===== config.mk =====
export PLATFORM = sky130hd
export DESIGN_NAME = block_allocation_bitmap
export DESIGN_NICKNAME = d
export VERILOG_FILES = /design/src/hw/rtl/bab_pkg.sv /design/src/hw/rtl/bab_ram.sv /design/src/hw/rtl/bab_dpath.sv /design/src/hw/rtl/bab_ctrl.sv /design/src/hw/rtl/block_allocation_bitmap.sv
export SDC_FILE = /design/constraint.sdc
export NUM_CORES = 1
export LEC_CHECK = 0
export BUFFER_PORTS_ARGS = -buffer_cell sky130_fd_sc_hd__buf_4
export CAP_MARGIN = 20
export CORE_MARGIN = 5
export CORE_UTILIZATION = 60
export CTS_BUF_LIST = sky130_fd_sc_hd__clkbuf_16
export DETAILED_ROUTE_END_ITERATION = 12
export PLACE_DENSITY = 0.85
export SLEW_MARGIN = 10
export SYNTH_ARGS = -nofsm -noshare
export SYNTH_HDL_FRONTEND = slang
export SYNTH_SLANG_ARGS = --single-unit

===== constraint.sdc =====
create_clock -name clock -period 4.6 [get_ports clock]
set_input_delay 0.69 -clock clock [delete_from_list [all_inputs] [get_ports clock]]
set_output_delay 0.69 -clock clock [all_outputs]
set_load 0.005 [all_outputs]

===== src/hw/rtl/bab_pkg.sv =====
// Shared definitions for the block allocation bitmap: field widths, op codes,
// register index, defaults, and the command/status structs between controller
// and datapath. No dependencies.
package bab_pkg;

   localparam int unsigned ROW_WIDTH_DEF  = 32;
   localparam int unsigned MAX_BLOCKS_DEF = 1024;

   localparam int unsigned OP_W    = 3;
   localparam int unsigned BLOCK_W = 10;
   localparam int unsigned COUNT_W = 11;

   localparam logic [COUNT_W-1:0] COUNT_RESET = 11'd1024;

   // shift used for the reciprocal row/position split of 11-bit values
   localparam int unsigned DIV_SHIFT = 18;

   localparam logic [OP_W-1:0] OP_SET   = 3'd0;
   localparam logic [OP_W-1:0] OP_CLEAR = 3'd1;
   localparam logic [OP_W-1:0] OP_QUERY = 3'd2;
   localparam logic [OP_W-1:0] OP_FIND  = 3'd3;
   localparam logic [OP_W-1:0] OP_INIT  = 3'd4;

   localparam int unsigned CSR_ADDR_W = 3;
   localparam logic        REG_BLOCK_COUNT = 1'b0;

   typedef struct packed {
      logic load;
      logic div_q;
      logic div_r;
      logic row_update;
      logic scan_run;
      logic sweep_init;
      logic sweep_run;
      logic result_load;
   } bab_cmd_type;

   typedef struct packed {
      logic [OP_W-1:0] op;
      logic            err;
      logic            scan_done;
      logic            sweep_last;
      logic            out_free;
   } bab_stat_type;

endpackage


===== src/hw/rtl/bab_ram.sv =====
// Generic simple dual-port RAM: one write port, one read port, registered read.
// No dependencies.
module bab_ram #(
   parameter int unsigned WIDTH = 32,
   parameter int unsigned DEPTH = 32
) (
   input  logic                 clock,
   input  logic                 we,
   input  logic [((DEPTH > 1) ? $clog2(DEPTH) : 1)-1:0] waddr,
   input  logic [WIDTH-1:0]     wdata,
   input  logic [((DEPTH > 1) ? $clog2(DEPTH) : 1)-1:0] raddr,
   output logic [WIDTH-1:0]     rdata
);

   logic [WIDTH-1:0] mem_ff [DEPTH];
   logic [WIDTH-1:0] rdata_ff;
   logic [WIDTH-1:0] rdata_in;

   assign rdata_in = mem_ff[raddr];
   assign rdata    = rdata_ff;

   always_ff @(posedge clock) begin
      if (we) begin
         mem_ff[waddr] <= wdata;
      end
      rdata_ff <= rdata_in;
   end

endmodule


===== src/hw/rtl/bab_dpath.sv =====
// Datapath of the block allocation bitmap: request registers, row/position
// split, bitmap RAM, scan and sweep counters, result register.
// Depends on bab_pkg and bab_ram.
module bab_dpath import bab_pkg::*; #(
   parameter int unsigned ROW_WIDTH  = ROW_WIDTH_DEF,
   parameter int unsigned MAX_BLOCKS = MAX_BLOCKS_DEF
) (
   input  logic               clock,
   input  logic               reset,
   input  bab_cmd_type        cmd,
   output bab_stat_type       stat,
   input  logic [OP_W-1:0]    req_op,
   input  logic [BLOCK_W-1:0] req_block,
   input  logic [COUNT_W-1:0] active_count,
   input  logic               rsp_ready,
   output logic               rsp_valid,
   output logic               rsp_is_used,
   output logic               rsp_found,
   output logic [BLOCK_W-1:0] rsp_free_block,
   output logic               rsp_error
);

   localparam int unsigned ROW_COUNT = (MAX_BLOCKS + ROW_WIDTH - 1) / ROW_WIDTH;
   localparam int unsigned RIDX_W    = (ROW_COUNT > 1) ? $clog2(ROW_COUNT) : 1;
   localparam int unsigned RQ_W      = (RIDX_W + 1 > COUNT_W) ? RIDX_W + 1 : COUNT_W;
   localparam int unsigned PW        = $clog2(ROW_WIDTH);
   localparam int unsigned BASE_W    = $clog2(ROW_COUNT * ROW_WIDTH + 1);
   localparam int unsigned FB_W      = (BASE_W > BLOCK_W) ? BASE_W : BLOCK_W;
   localparam int unsigned RECIP     = ((1 << DIV_SHIFT) + ROW_WIDTH - 1) / ROW_WIDTH;
   localparam logic [RIDX_W-1:0] LAST_ROW = RIDX_W'(ROW_COUNT - 1);

   logic [ROW_WIDTH-1:0] ones;
   assign ones = '1;

   // request and split registers
   logic [OP_W-1:0]    op_ff,  op_in;
   logic [COUNT_W-1:0] blk_ff, blk_in;
   logic [COUNT_W-1:0] cnt_ff, cnt_in;
   logic               err_ff, err_in;
   logic [RQ_W-1:0]    qb_ff,  qb_in;
   logic [RQ_W-1:0]    qc_ff,  qc_in;
   logic [PW-1:0]      pb_ff,  pb_in;
   logic [PW-1:0]      pc_ff,  pc_in;

   // scan pipeline
   logic [RIDX_W-1:0]  rd_row_ff,     rd_row_in;
   logic [FB_W-1:0]    rd_base_ff,    rd_base_in;
   logic               eval_valid_ff, eval_valid_in;
   logic [RIDX_W-1:0]  eval_row_ff,   eval_row_in;
   logic [FB_W-1:0]    eval_base_ff,  eval_base_in;

   // sweep
   logic [RIDX_W-1:0]  sweep_row_ff, sweep_row_in;
   logic               clear_ff,     clear_in;

   // per-item results and output register
   logic               res_used_ff,  res_used_in;
   logic               res_found_ff, res_found_in;
   logic [BLOCK_W-1:0] res_free_ff,  res_free_in;
   logic               rsp_valid_ff,   rsp_valid_in;
   logic               rsp_used_ff,    rsp_used_in;
   logic               rsp_found_ff,   rsp_found_in;
   logic [BLOCK_W-1:0] rsp_free_ff,    rsp_free_in;
   logic               rsp_error_ff,   rsp_error_in;

   logic [31:0]          prod_b, prod_c, qb_scaled, qc_scaled;
   logic                 ram_we;
   logic [RIDX_W-1:0]    ram_waddr, ram_raddr;
   logic [ROW_WIDTH-1:0] ram_wdata, ram_rdata;
   logic [ROW_WIDTH-1:0] bit_mask, modified, sweep_word, lo_mask, cand, lowest;
   logic [PW-1:0]        idx;
   logic                 hit, scan_done, sweep_last, query_bit, is_write_op;

   // bits at or above the count within a row
   function automatic logic [ROW_WIDTH-1:0] pad_word(input logic [RQ_W-1:0] row,
                                                     input logic [RQ_W-1:0] qc,
                                                     input logic [PW-1:0]   pc);
      logic [ROW_WIDTH-1:0] all_set;
      all_set = '1;
      if (row < qc) begin
         return '0;
      end else if (row == qc) begin
         return all_set << pc;
      end else begin
         return all_set;
      end
   endfunction

   // row = value / ROW_WIDTH by reciprocal, exact for 11-bit values
   assign prod_b    = 32'(blk_ff) * 32'(RECIP);
   assign prod_c    = 32'(cnt_ff) * 32'(RECIP);
   assign qb_scaled = 32'(qb_ff) * 32'(ROW_WIDTH);
   assign qc_scaled = 32'(qc_ff) * 32'(ROW_WIDTH);

   bab_ram #(
      .WIDTH (ROW_WIDTH),
      .DEPTH (ROW_COUNT)
   ) u_rows (
      .clock (clock),
      .we    (ram_we),
      .waddr (ram_waddr),
      .wdata (ram_wdata),
      .raddr (ram_raddr),
      .rdata (ram_rdata)
   );

   assign is_write_op = (op_ff == OP_SET) || (op_ff == OP_CLEAR);
   assign bit_mask    = {{(ROW_WIDTH-1){1'b0}}, 1'b1} << pb_ff;
   assign modified    = (op_ff == OP_SET) ? (ram_rdata | bit_mask) : (ram_rdata & ~bit_mask);
   assign query_bit   = |(ram_rdata & bit_mask);
   assign sweep_word  = clear_ff ? '0 : pad_word(RQ_W'(sweep_row_ff), qc_ff, pc_ff);

   assign ram_we    = cmd.sweep_run || (cmd.row_update && is_write_op);
   assign ram_waddr = cmd.sweep_run ? sweep_row_ff : RIDX_W'(qb_ff);
   assign ram_wdata = cmd.sweep_run ? sweep_word : modified;
   assign ram_raddr = cmd.scan_run ? rd_row_ff : RIDX_W'(qb_ff);

   // search evaluation on the row read in the previous cycle
   assign lo_mask = (RQ_W'(eval_row_ff) == qb_ff) ? (ones << pb_ff) : ones;
   assign cand    = ~ram_rdata & ~pad_word(RQ_W'(eval_row_ff), qc_ff, pc_ff) & lo_mask;
   assign lowest  = cand & (~cand + ROW_WIDTH'(1));
   assign hit     = |cand;

   always_comb begin
      idx = '0;
      for (int i = 0; i < ROW_WIDTH; i++) begin
         if (lowest[i]) begin
            idx = idx | PW'(i);
         end
      end
   end

   assign scan_done  = eval_valid_ff &&
                       (hit || (RQ_W'(eval_row_ff) >= qc_ff) || (eval_row_ff == LAST_ROW));
   assign sweep_last = (sweep_row_ff == LAST_ROW);

   always_comb begin
      op_in         = op_ff;
      blk_in        = blk_ff;
      cnt_in        = cnt_ff;
      err_in        = err_ff;
      qb_in         = qb_ff;
      qc_in         = qc_ff;
      pb_in         = pb_ff;
      pc_in         = pc_ff;
      rd_row_in     = rd_row_ff;
      rd_base_in    = rd_base_ff;
      eval_valid_in = eval_valid_ff;
      eval_row_in   = eval_row_ff;
      eval_base_in  = eval_base_ff;
      sweep_row_in  = sweep_row_ff;
      clear_in      = clear_ff;
      res_used_in   = res_used_ff;
      res_found_in  = res_found_ff;
      res_free_in   = res_free_ff;

      if (cmd.load) begin
         op_in        = req_op;
         blk_in       = COUNT_W'(req_block);
         cnt_in       = active_count;
         res_used_in  = 1'b0;
         res_found_in = 1'b0;
         res_free_in  = '0;
      end
      if (cmd.div_q) begin
         qb_in  = RQ_W'(prod_b >> DIV_SHIFT);
         qc_in  = RQ_W'(prod_c >> DIV_SHIFT);
         err_in = (op_ff inside {[OP_SET:OP_FIND]}) && (blk_ff >= cnt_ff);
      end
      if (cmd.div_r) begin
         pb_in         = PW'(32'(blk_ff) - qb_scaled);
         pc_in         = PW'(32'(cnt_ff) - qc_scaled);
         rd_row_in     = RIDX_W'(qb_ff);
         rd_base_in    = FB_W'(qb_scaled);
         eval_valid_in = 1'b0;
      end
      if (cmd.sweep_init) begin
         sweep_row_in = '0;
         clear_in     = 1'b0;
      end
      if (cmd.sweep_run) begin
         sweep_row_in = sweep_last ? '0 : sweep_row_ff + RIDX_W'(1);
      end
      if (cmd.row_update && (op_ff == OP_QUERY)) begin
         res_used_in = query_bit;
      end
      if (cmd.scan_run) begin
         rd_row_in     = (rd_row_ff == LAST_ROW) ? rd_row_ff : rd_row_ff + RIDX_W'(1);
         rd_base_in    = rd_base_ff + FB_W'(ROW_WIDTH);
         eval_valid_in = 1'b1;
         eval_row_in   = rd_row_ff;
         eval_base_in  = rd_base_ff;
         if (scan_done) begin
            res_found_in = hit;
            res_free_in  = hit ? BLOCK_W'(eval_base_ff + FB_W'(idx)) : '0;
         end
      end
   end

   assign rsp_valid_in = cmd.result_load || (rsp_valid_ff && !rsp_ready);
   assign rsp_used_in  = cmd.result_load ? res_used_ff  : rsp_used_ff;
   assign rsp_found_in = cmd.result_load ? res_found_ff : rsp_found_ff;
   assign rsp_free_in  = cmd.result_load ? res_free_ff  : rsp_free_ff;
   assign rsp_error_in = cmd.result_load ? err_ff       : rsp_error_ff;

   always_ff @(posedge clock) begin
      if (reset) begin
         eval_valid_ff <= 1'b0;
         sweep_row_ff  <= '0;
         clear_ff      <= 1'b1;
         rsp_valid_ff  <= 1'b0;
      end else begin
         eval_valid_ff <= eval_valid_in;
         sweep_row_ff  <= sweep_row_in;
         clear_ff      <= clear_in;
         rsp_valid_ff  <= rsp_valid_in;
      end
   end

   always_ff @(posedge clock) begin
      op_ff        <= op_in;
      blk_ff       <= blk_in;
      cnt_ff       <= cnt_in;
      err_ff       <= err_in;
      qb_ff        <= qb_in;
      qc_ff        <= qc_in;
      pb_ff        <= pb_in;
      pc_ff        <= pc_in;
      rd_row_ff    <= rd_row_in;
      rd_base_ff   <= rd_base_in;
      eval_row_ff  <= eval_row_in;
      eval_base_ff <= eval_base_in;
      res_used_ff  <= res_used_in;
      res_found_ff <= res_found_in;
      res_free_ff  <= res_free_in;
      rsp_used_ff  <= rsp_used_in;
      rsp_found_ff <= rsp_found_in;
      rsp_free_ff  <= rsp_free_in;
      rsp_error_ff <= rsp_error_in;
   end

   assign stat.op         = op_ff;
   assign stat.err        = err_ff;
   assign stat.scan_done  = scan_done;
   assign stat.sweep_last = sweep_last;
   assign stat.out_free   = !rsp_valid_ff || rsp_ready;

   assign rsp_valid      = rsp_valid_ff;
   assign rsp_is_used    = rsp_used_ff;
   assign rsp_found      = rsp_found_ff;
   assign rsp_free_block = rsp_free_ff;
   assign rsp_error      = rsp_error_ff;

endmodule


===== src/hw/rtl/bab_ctrl.sv =====
// Controller of the block allocation bitmap: sequences each item through
// split, row access, scan or sweep, and result hand-off. Depends on bab_pkg.
module bab_ctrl import bab_pkg::*; (
   input  logic         clock,
   input  logic         reset,
   input  logic         req_valid,
   output logic         req_ready,
   input  bab_stat_type stat,
   output bab_cmd_type  cmd
);

   localparam logic [3:0] S_CLEAR  = 4'd0;
   localparam logic [3:0] S_IDLE   = 4'd1;
   localparam logic [3:0] S_DIV1   = 4'd2;
   localparam logic [3:0] S_DIV2   = 4'd3;
   localparam logic [3:0] S_READ   = 4'd4;
   localparam logic [3:0] S_UPDATE = 4'd5;
   localparam logic [3:0] S_SCAN   = 4'd6;
   localparam logic [3:0] S_INIT   = 4'd7;
   localparam logic [3:0] S_DONE   = 4'd8;

   logic [3:0] state_ff, state_in;

   always_comb begin
      state_in  = state_ff;
      cmd       = '0;
      req_ready = 1'b0;
      case (state_ff)
         S_CLEAR: begin
            cmd.sweep_run = 1'b1;
            if (stat.sweep_last) begin
               state_in = S_IDLE;
            end
         end
         S_IDLE: begin
            req_ready = 1'b1;
            if (req_valid) begin
               cmd.load = 1'b1;
               state_in = S_DIV1;
            end
         end
         S_DIV1: begin
            cmd.div_q = 1'b1;
            state_in  = S_DIV2;
         end
         S_DIV2: begin
            cmd.div_r      = 1'b1;
            cmd.sweep_init = 1'b1;
            if (stat.err) begin
               state_in = S_DONE;
            end else begin
               case (stat.op)
                  OP_SET, OP_CLEAR, OP_QUERY: state_in = S_READ;
                  OP_FIND:                    state_in = S_SCAN;
                  OP_INIT:                    state_in = S_INIT;
                  default:                    state_in = S_DONE;
               endcase
            end
         end
         S_READ: begin
            state_in = S_UPDATE;
         end
         S_UPDATE: begin
            cmd.row_update = 1'b1;
            state_in       = S_DONE;
         end
         S_SCAN: begin
            cmd.scan_run = 1'b1;
            if (stat.scan_done) begin
               state_in = S_DONE;
            end
         end
         S_INIT: begin
            cmd.sweep_run = 1'b1;
            if (stat.sweep_last) begin
               state_in = S_DONE;
            end
         end
         S_DONE: begin
            if (stat.out_free) begin
               cmd.result_load = 1'b1;
               state_in        = S_IDLE;
            end
         end
         default: begin
            state_in = S_IDLE;
         end
      endcase
   end

   always_ff @(posedge clock) begin
      if (reset) begin
         state_ff <= S_CLEAR;
      end else begin
         state_ff <= state_in;
      end
   end

endmodule


===== src/hw/rtl/block_allocation_bitmap.sv =====
// Steps: mark used/free and query go through the split, a row read and the row update;
// find free splits, then scans rows (one row per cycle from the start row, up to the count);
// initialise splits, then sweeps the map (one RAM row written per cycle).
// One item in flight; the next is accepted the cycle after the result is loaded.
// Reset: synchronous; a clearing pass writes every row before the first item is
// accepted. Depends on bab_pkg, bab_ctrl, bab_dpath.
module block_allocation_bitmap import bab_pkg::*; #(
   parameter int unsigned ROW_WIDTH  = ROW_WIDTH_DEF,
   parameter int unsigned MAX_BLOCKS = MAX_BLOCKS_DEF
) (
   input  logic                  clock,
   input  logic                  reset,
   input  logic                  req_valid,
   output logic                  req_ready,
   input  logic [OP_W-1:0]       req_op,
   input  logic [BLOCK_W-1:0]    req_block,
   output logic                  rsp_valid,
   input  logic                  rsp_ready,
   output logic                  rsp_is_used,
   output logic                  rsp_found,
   output logic [BLOCK_W-1:0]    rsp_free_block,
   output logic                  rsp_error,
   input  logic                  csr_psel,
   input  logic                  csr_penable,
   input  logic                  csr_pwrite,
   input  logic [CSR_ADDR_W-1:0] csr_paddr,
   input  logic [31:0]           csr_pwdata,
   output logic [31:0]           csr_prdata,
   output logic                  csr_pready
);

   logic [COUNT_W-1:0] block_count_ff, block_count_in;
   logic [COUNT_W-1:0] active_count;
   logic               csr_write;
   bab_cmd_type        cmd;
   bab_stat_type       stat;

   assign csr_pready = 1'b1;
   assign csr_write  = csr_psel && csr_penable && csr_pwrite && csr_pready &&
                       (csr_paddr[2] == REG_BLOCK_COUNT);
   assign block_count_in = csr_write ? csr_pwdata[COUNT_W-1:0] : block_count_ff;
   assign csr_prdata = (csr_paddr[2] == REG_BLOCK_COUNT) ? 32'(block_count_ff) : '0;

   // count saturates at the map size
   assign active_count = (32'(block_count_ff) > 32'(MAX_BLOCKS)) ?
                         COUNT_W'(MAX_BLOCKS) : block_count_ff;

   always_ff @(posedge clock) begin
      if (reset) begin
         block_count_ff <= COUNT_RESET;
      end else begin
         block_count_ff <= block_count_in;
      end
   end

   bab_ctrl u_ctrl (
      .clock     (clock),
      .reset     (reset),
      .req_valid (req_valid),
      .req_ready (req_ready),
      .stat      (stat),
      .cmd       (cmd)
   );

   bab_dpath #(
      .ROW_WIDTH  (ROW_WIDTH),
      .MAX_BLOCKS (MAX_BLOCKS)
   ) u_dpath (
      .clock          (clock),
      .reset          (reset),
      .cmd            (cmd),
      .stat           (stat),
      .req_op         (req_op),
      .req_block      (req_block),
      .active_count   (active_count),
      .rsp_ready      (rsp_ready),
      .rsp_valid      (rsp_valid),
      .rsp_is_used    (rsp_is_used),
      .rsp_found      (rsp_found),
      .rsp_free_block (rsp_free_block),
      .rsp_error      (rsp_error)
   );

endmodule


==> impl_metrics.toml <==
[cts]
cts_buffers = 108
hold_buffers = 0
htree_num_levels = 3
insertion_delay_ns = 0.70
cts_setup_buffers = 0
clk_pin_slew_worst_paths_ns = 0.07
root_buffer = "clkbuf_16"
clockBufferDepth = 3
ctsResizeCount = 0
cts_tree = "built"
clock_sinks = 1170

[finish]
fill_cells = 4687
nets = 3083
seq_area_sq_um = 34500
syn2layout_area_growth_pct = 13.5
layout-drive-gt1-share_pct = 22.7
multi_input_area_sq_um = 13100
fin_cells = 4150

[timing]
setup_tns_ns = 0
fin_hold_ws_ns = 0.175
finalSetupViolCount = 0
grt_setup_unrepaired = "false"
clock.fmax_mhz = 243
finalMaxSlewViolations = 0
min_period_ns = 4.12
slew_headroom_pct = 31.2
hold_viol = 0
post-route-worst-setup-slack_ns = 0.479
fin_skew_ns = 0.0427
worst_pin_slew_ns = 1.03
fin_crit_sh_pct = 89.6

[job]
cap_viol_max_count = 0

[drt]
first_iter_violations = 4426
ant_nets = 0
viasPerCell = 6.95
via_count = 28800
dr.pass1.iters = 6
wl_um = 132000
drcViolationCount = 0
routedWlPerCell_um = 31.8

[synthesis]
ys_async_sr_fraction_pct = 0
synth_edf_count = 1104
syn_area_sq_um = 47800
synth-main-ff-cell = "edfxtp_1"
synth_seq_cells = 1170
yosys_warnings = 0
ys_seq_area_share_pct = 72.1
avgSynthCellArea_sq_um = 16.7
ys_types = 76
synthCells = 2873

[floorplan]
core_area_sq_um = 79000
die_x_um = 292
die-area_sq_um = 85500
io_pins = 103
die_h_um = 292
start_util_pct = 60.6
num_rows = 103

[global_routing]
gr-total-overflow = 0
grt_max_degree = 97
first_global_vias = 29000
grt_usage_pct = 30.4
grt_pass1_wl_um = 193000
antenna_found_initial = 1

[placed_design]
routabilityCongestion = 0.982
hpwl_um = 73600
dp_slack_ns = 0.601
placed_cells = 3933
port_buffers = 57

[setup_path]
worstPathRequired_ns = 5.18
critPathLaunchType = "register"
crit_type = "reg2reg"
cp_max_fo = 28
reg2reg_slack_ns = 0.48
worstPathArrival_ns = 4.70
end_kind = "register"

[run_status]
outcome = "complete, no violations"

[power]
peakVddDrop_mv = 0.382
power.density_nw_per_um2 = 574
p_leak_nw = 18.3

[hold_path]
hold_path_class = "in2reg"
[cell families after synthesis]
kind of cell,count (synthesis),synth area share [%]
and+or+nand+nor,842,7.97
other,2,0.0157
muxes,301,13.0
AOI/OAI and AO/OA,301,4.01
xor gates and xnor gates,11,0.217
DFF,1170,72.1
adders and majority gates,25,0.654
buffers and inverters,221,2.03
[cells in the mapped netlist (5+ instances only)]
cell | count | area [sq um]
edfxtp_1 | 1104 | 33200
nand2_1 | 394 | 1480
mux4_2 | 257 | 5790
nand3_1 | 187 | 936
nor2_1 | 118 | 443
clkbuf_1 | 115 | 432
a21oi_1 | 67 | 335
dfxtp_1 | 66 | 1320
o21ai_0 | 65 | 325
mux2i_1 | 41 | 410
o22ai_1 | 40 | 250
nor2b_1 | 34 | 213
inv_1 | 31 | 116
buf_1 | 28 | 105
ha_1 | 25 | 313
a31oi_1 | 22 | 138
buf_4 | 22 | 165
nand2b_1 | 22 | 138
nor3_1 | 21 | 105
buf_2 | 18 | 90.1
o21a_1 | 14 | 105
a21o_1 | 10 | 75.1
and2_1 | 10 | 62.6
o21ai_1 | 9 | 45.0
nor3b_1 | 8 | 60.1
or2_2 | 8 | 50.1
xor2_1 | 8 | 70.1
a211oi_1 | 7 | 52.6
a22o_1 | 6 | 52.6
or3_1 | 6 | 37.5
a211o_1 | 5 | 43.8
a221o_1 | 5 | 50.1
a41oi_1 | 5 | 43.8
buf_6 | 5 | 56.3
nand4_1 | 5 | 31.3
[path summary, 6_finish.rpt]
kind,from,to,depth (start not counted)
min reg2reg,u_dpath.res_found_ff$_DFF_P_,u_dpath.rsp_found$_DFFE_PP_,0
max reg2reg,u_dpath.eval_row_ff[3]$_DFFE_PP_,u_dpath.res_free_ff[1]$_DFF_P_,11
min,req_block[3],u_dpath.blk_ff[3]$_DFFE_PP_,1
max,u_dpath.eval_row_ff[3]$_DFFE_PP_,u_dpath.res_free_ff[1]$_DFF_P_,11
[stage by stage]
stage | utilization [%] | instance area, sq um | total power [mW]
after floorplan | - | 47900 | 18.8
after global placement | 63.8 | 50400 | 21.2
after detailed placement | 63.8 | 50400 | 21.7
after CTS | 68.5 | 54100 | 30.9
after global routing | 68.7 | 54300 | 32.1
final | 68.7 | 54300 | 31.1
[registers in the layout, summed over array words and instances, names as in the netlist, 3 cells and up]
name	cells
u_dpath.u_rows.mem_ff	1024
u_dpath.rd_row_ff	5
u_dpath.rd_base_ff	5
u_dpath.res_free_ff	10
block_count_ff	11
u_dpath.qc_ff	6
u_dpath.rsp_free_block	10
u_ctrl.state_ff	4
u_dpath.pb_ff	5
u_dpath.blk_ff	10
u_dpath.cnt_ff	11
u_dpath.eval_row_ff	5
u_dpath.op_ff	3
u_dpath.sweep_row_ff	5
u_dpath.eval_base_ff	5
u_dpath.qb_ff	5
u_dpath.pc_ff	5
u_dpath.u_rows.rdata	32
[layer usage]
layer  vias up  GRT usage, %  routed length (um)
met5         -             0                   0
li1      11500             -                   -
met4         0          13.9                6950
met3       494          6.63               14800
met2      2280          49.8               64500
met1     14600          39.8               45600
[cell type report]
cell class              count  share of cell area (%)
clock buffers             108                    4.98
diodes                      1                 0.00461
inverters                  32                   0.221
flip-flops and latches   1170                    63.5
repair buffers            189                    3.09
well taps                1050                    2.42
clock inverters            98                    1.75
multi-input cells        1502                    24.0
[worst max-delay path, stage by stage, from the launching register on]
cell and delay (ns):
edfxtp_1 0.44, ha_1 0.33, and2_1 0.21, o21ai_1 0.11, a211o_1 0.62, o32ai_1 0.64
nand2b_1 0.18, nor3_2 0.27, nand2_1 0.29, o41ai_1 0.58, nor4_1 0.15, o2bb2ai_1 0.20
[report_power, final]
group / internal (mW) / switching, mW
sequential: 13.9 / 0.753
combinational: 2.48 / 4.81
clock: 5.16 / 4.04
[cell usage in the layout, fill, tap and decap left out, types with 64 or more instances in the layout]
cell type and count:
a21oi_1 66, clkbuf_16 108, nand3_1 187, o21ai_0 64
edfxtp_1 1104, buf_4 165, mux4_2 257, nor2_1 85
dfxtp_1 66, nand2_1 392
Note: power is estimated with default switching activity, not from simulation.
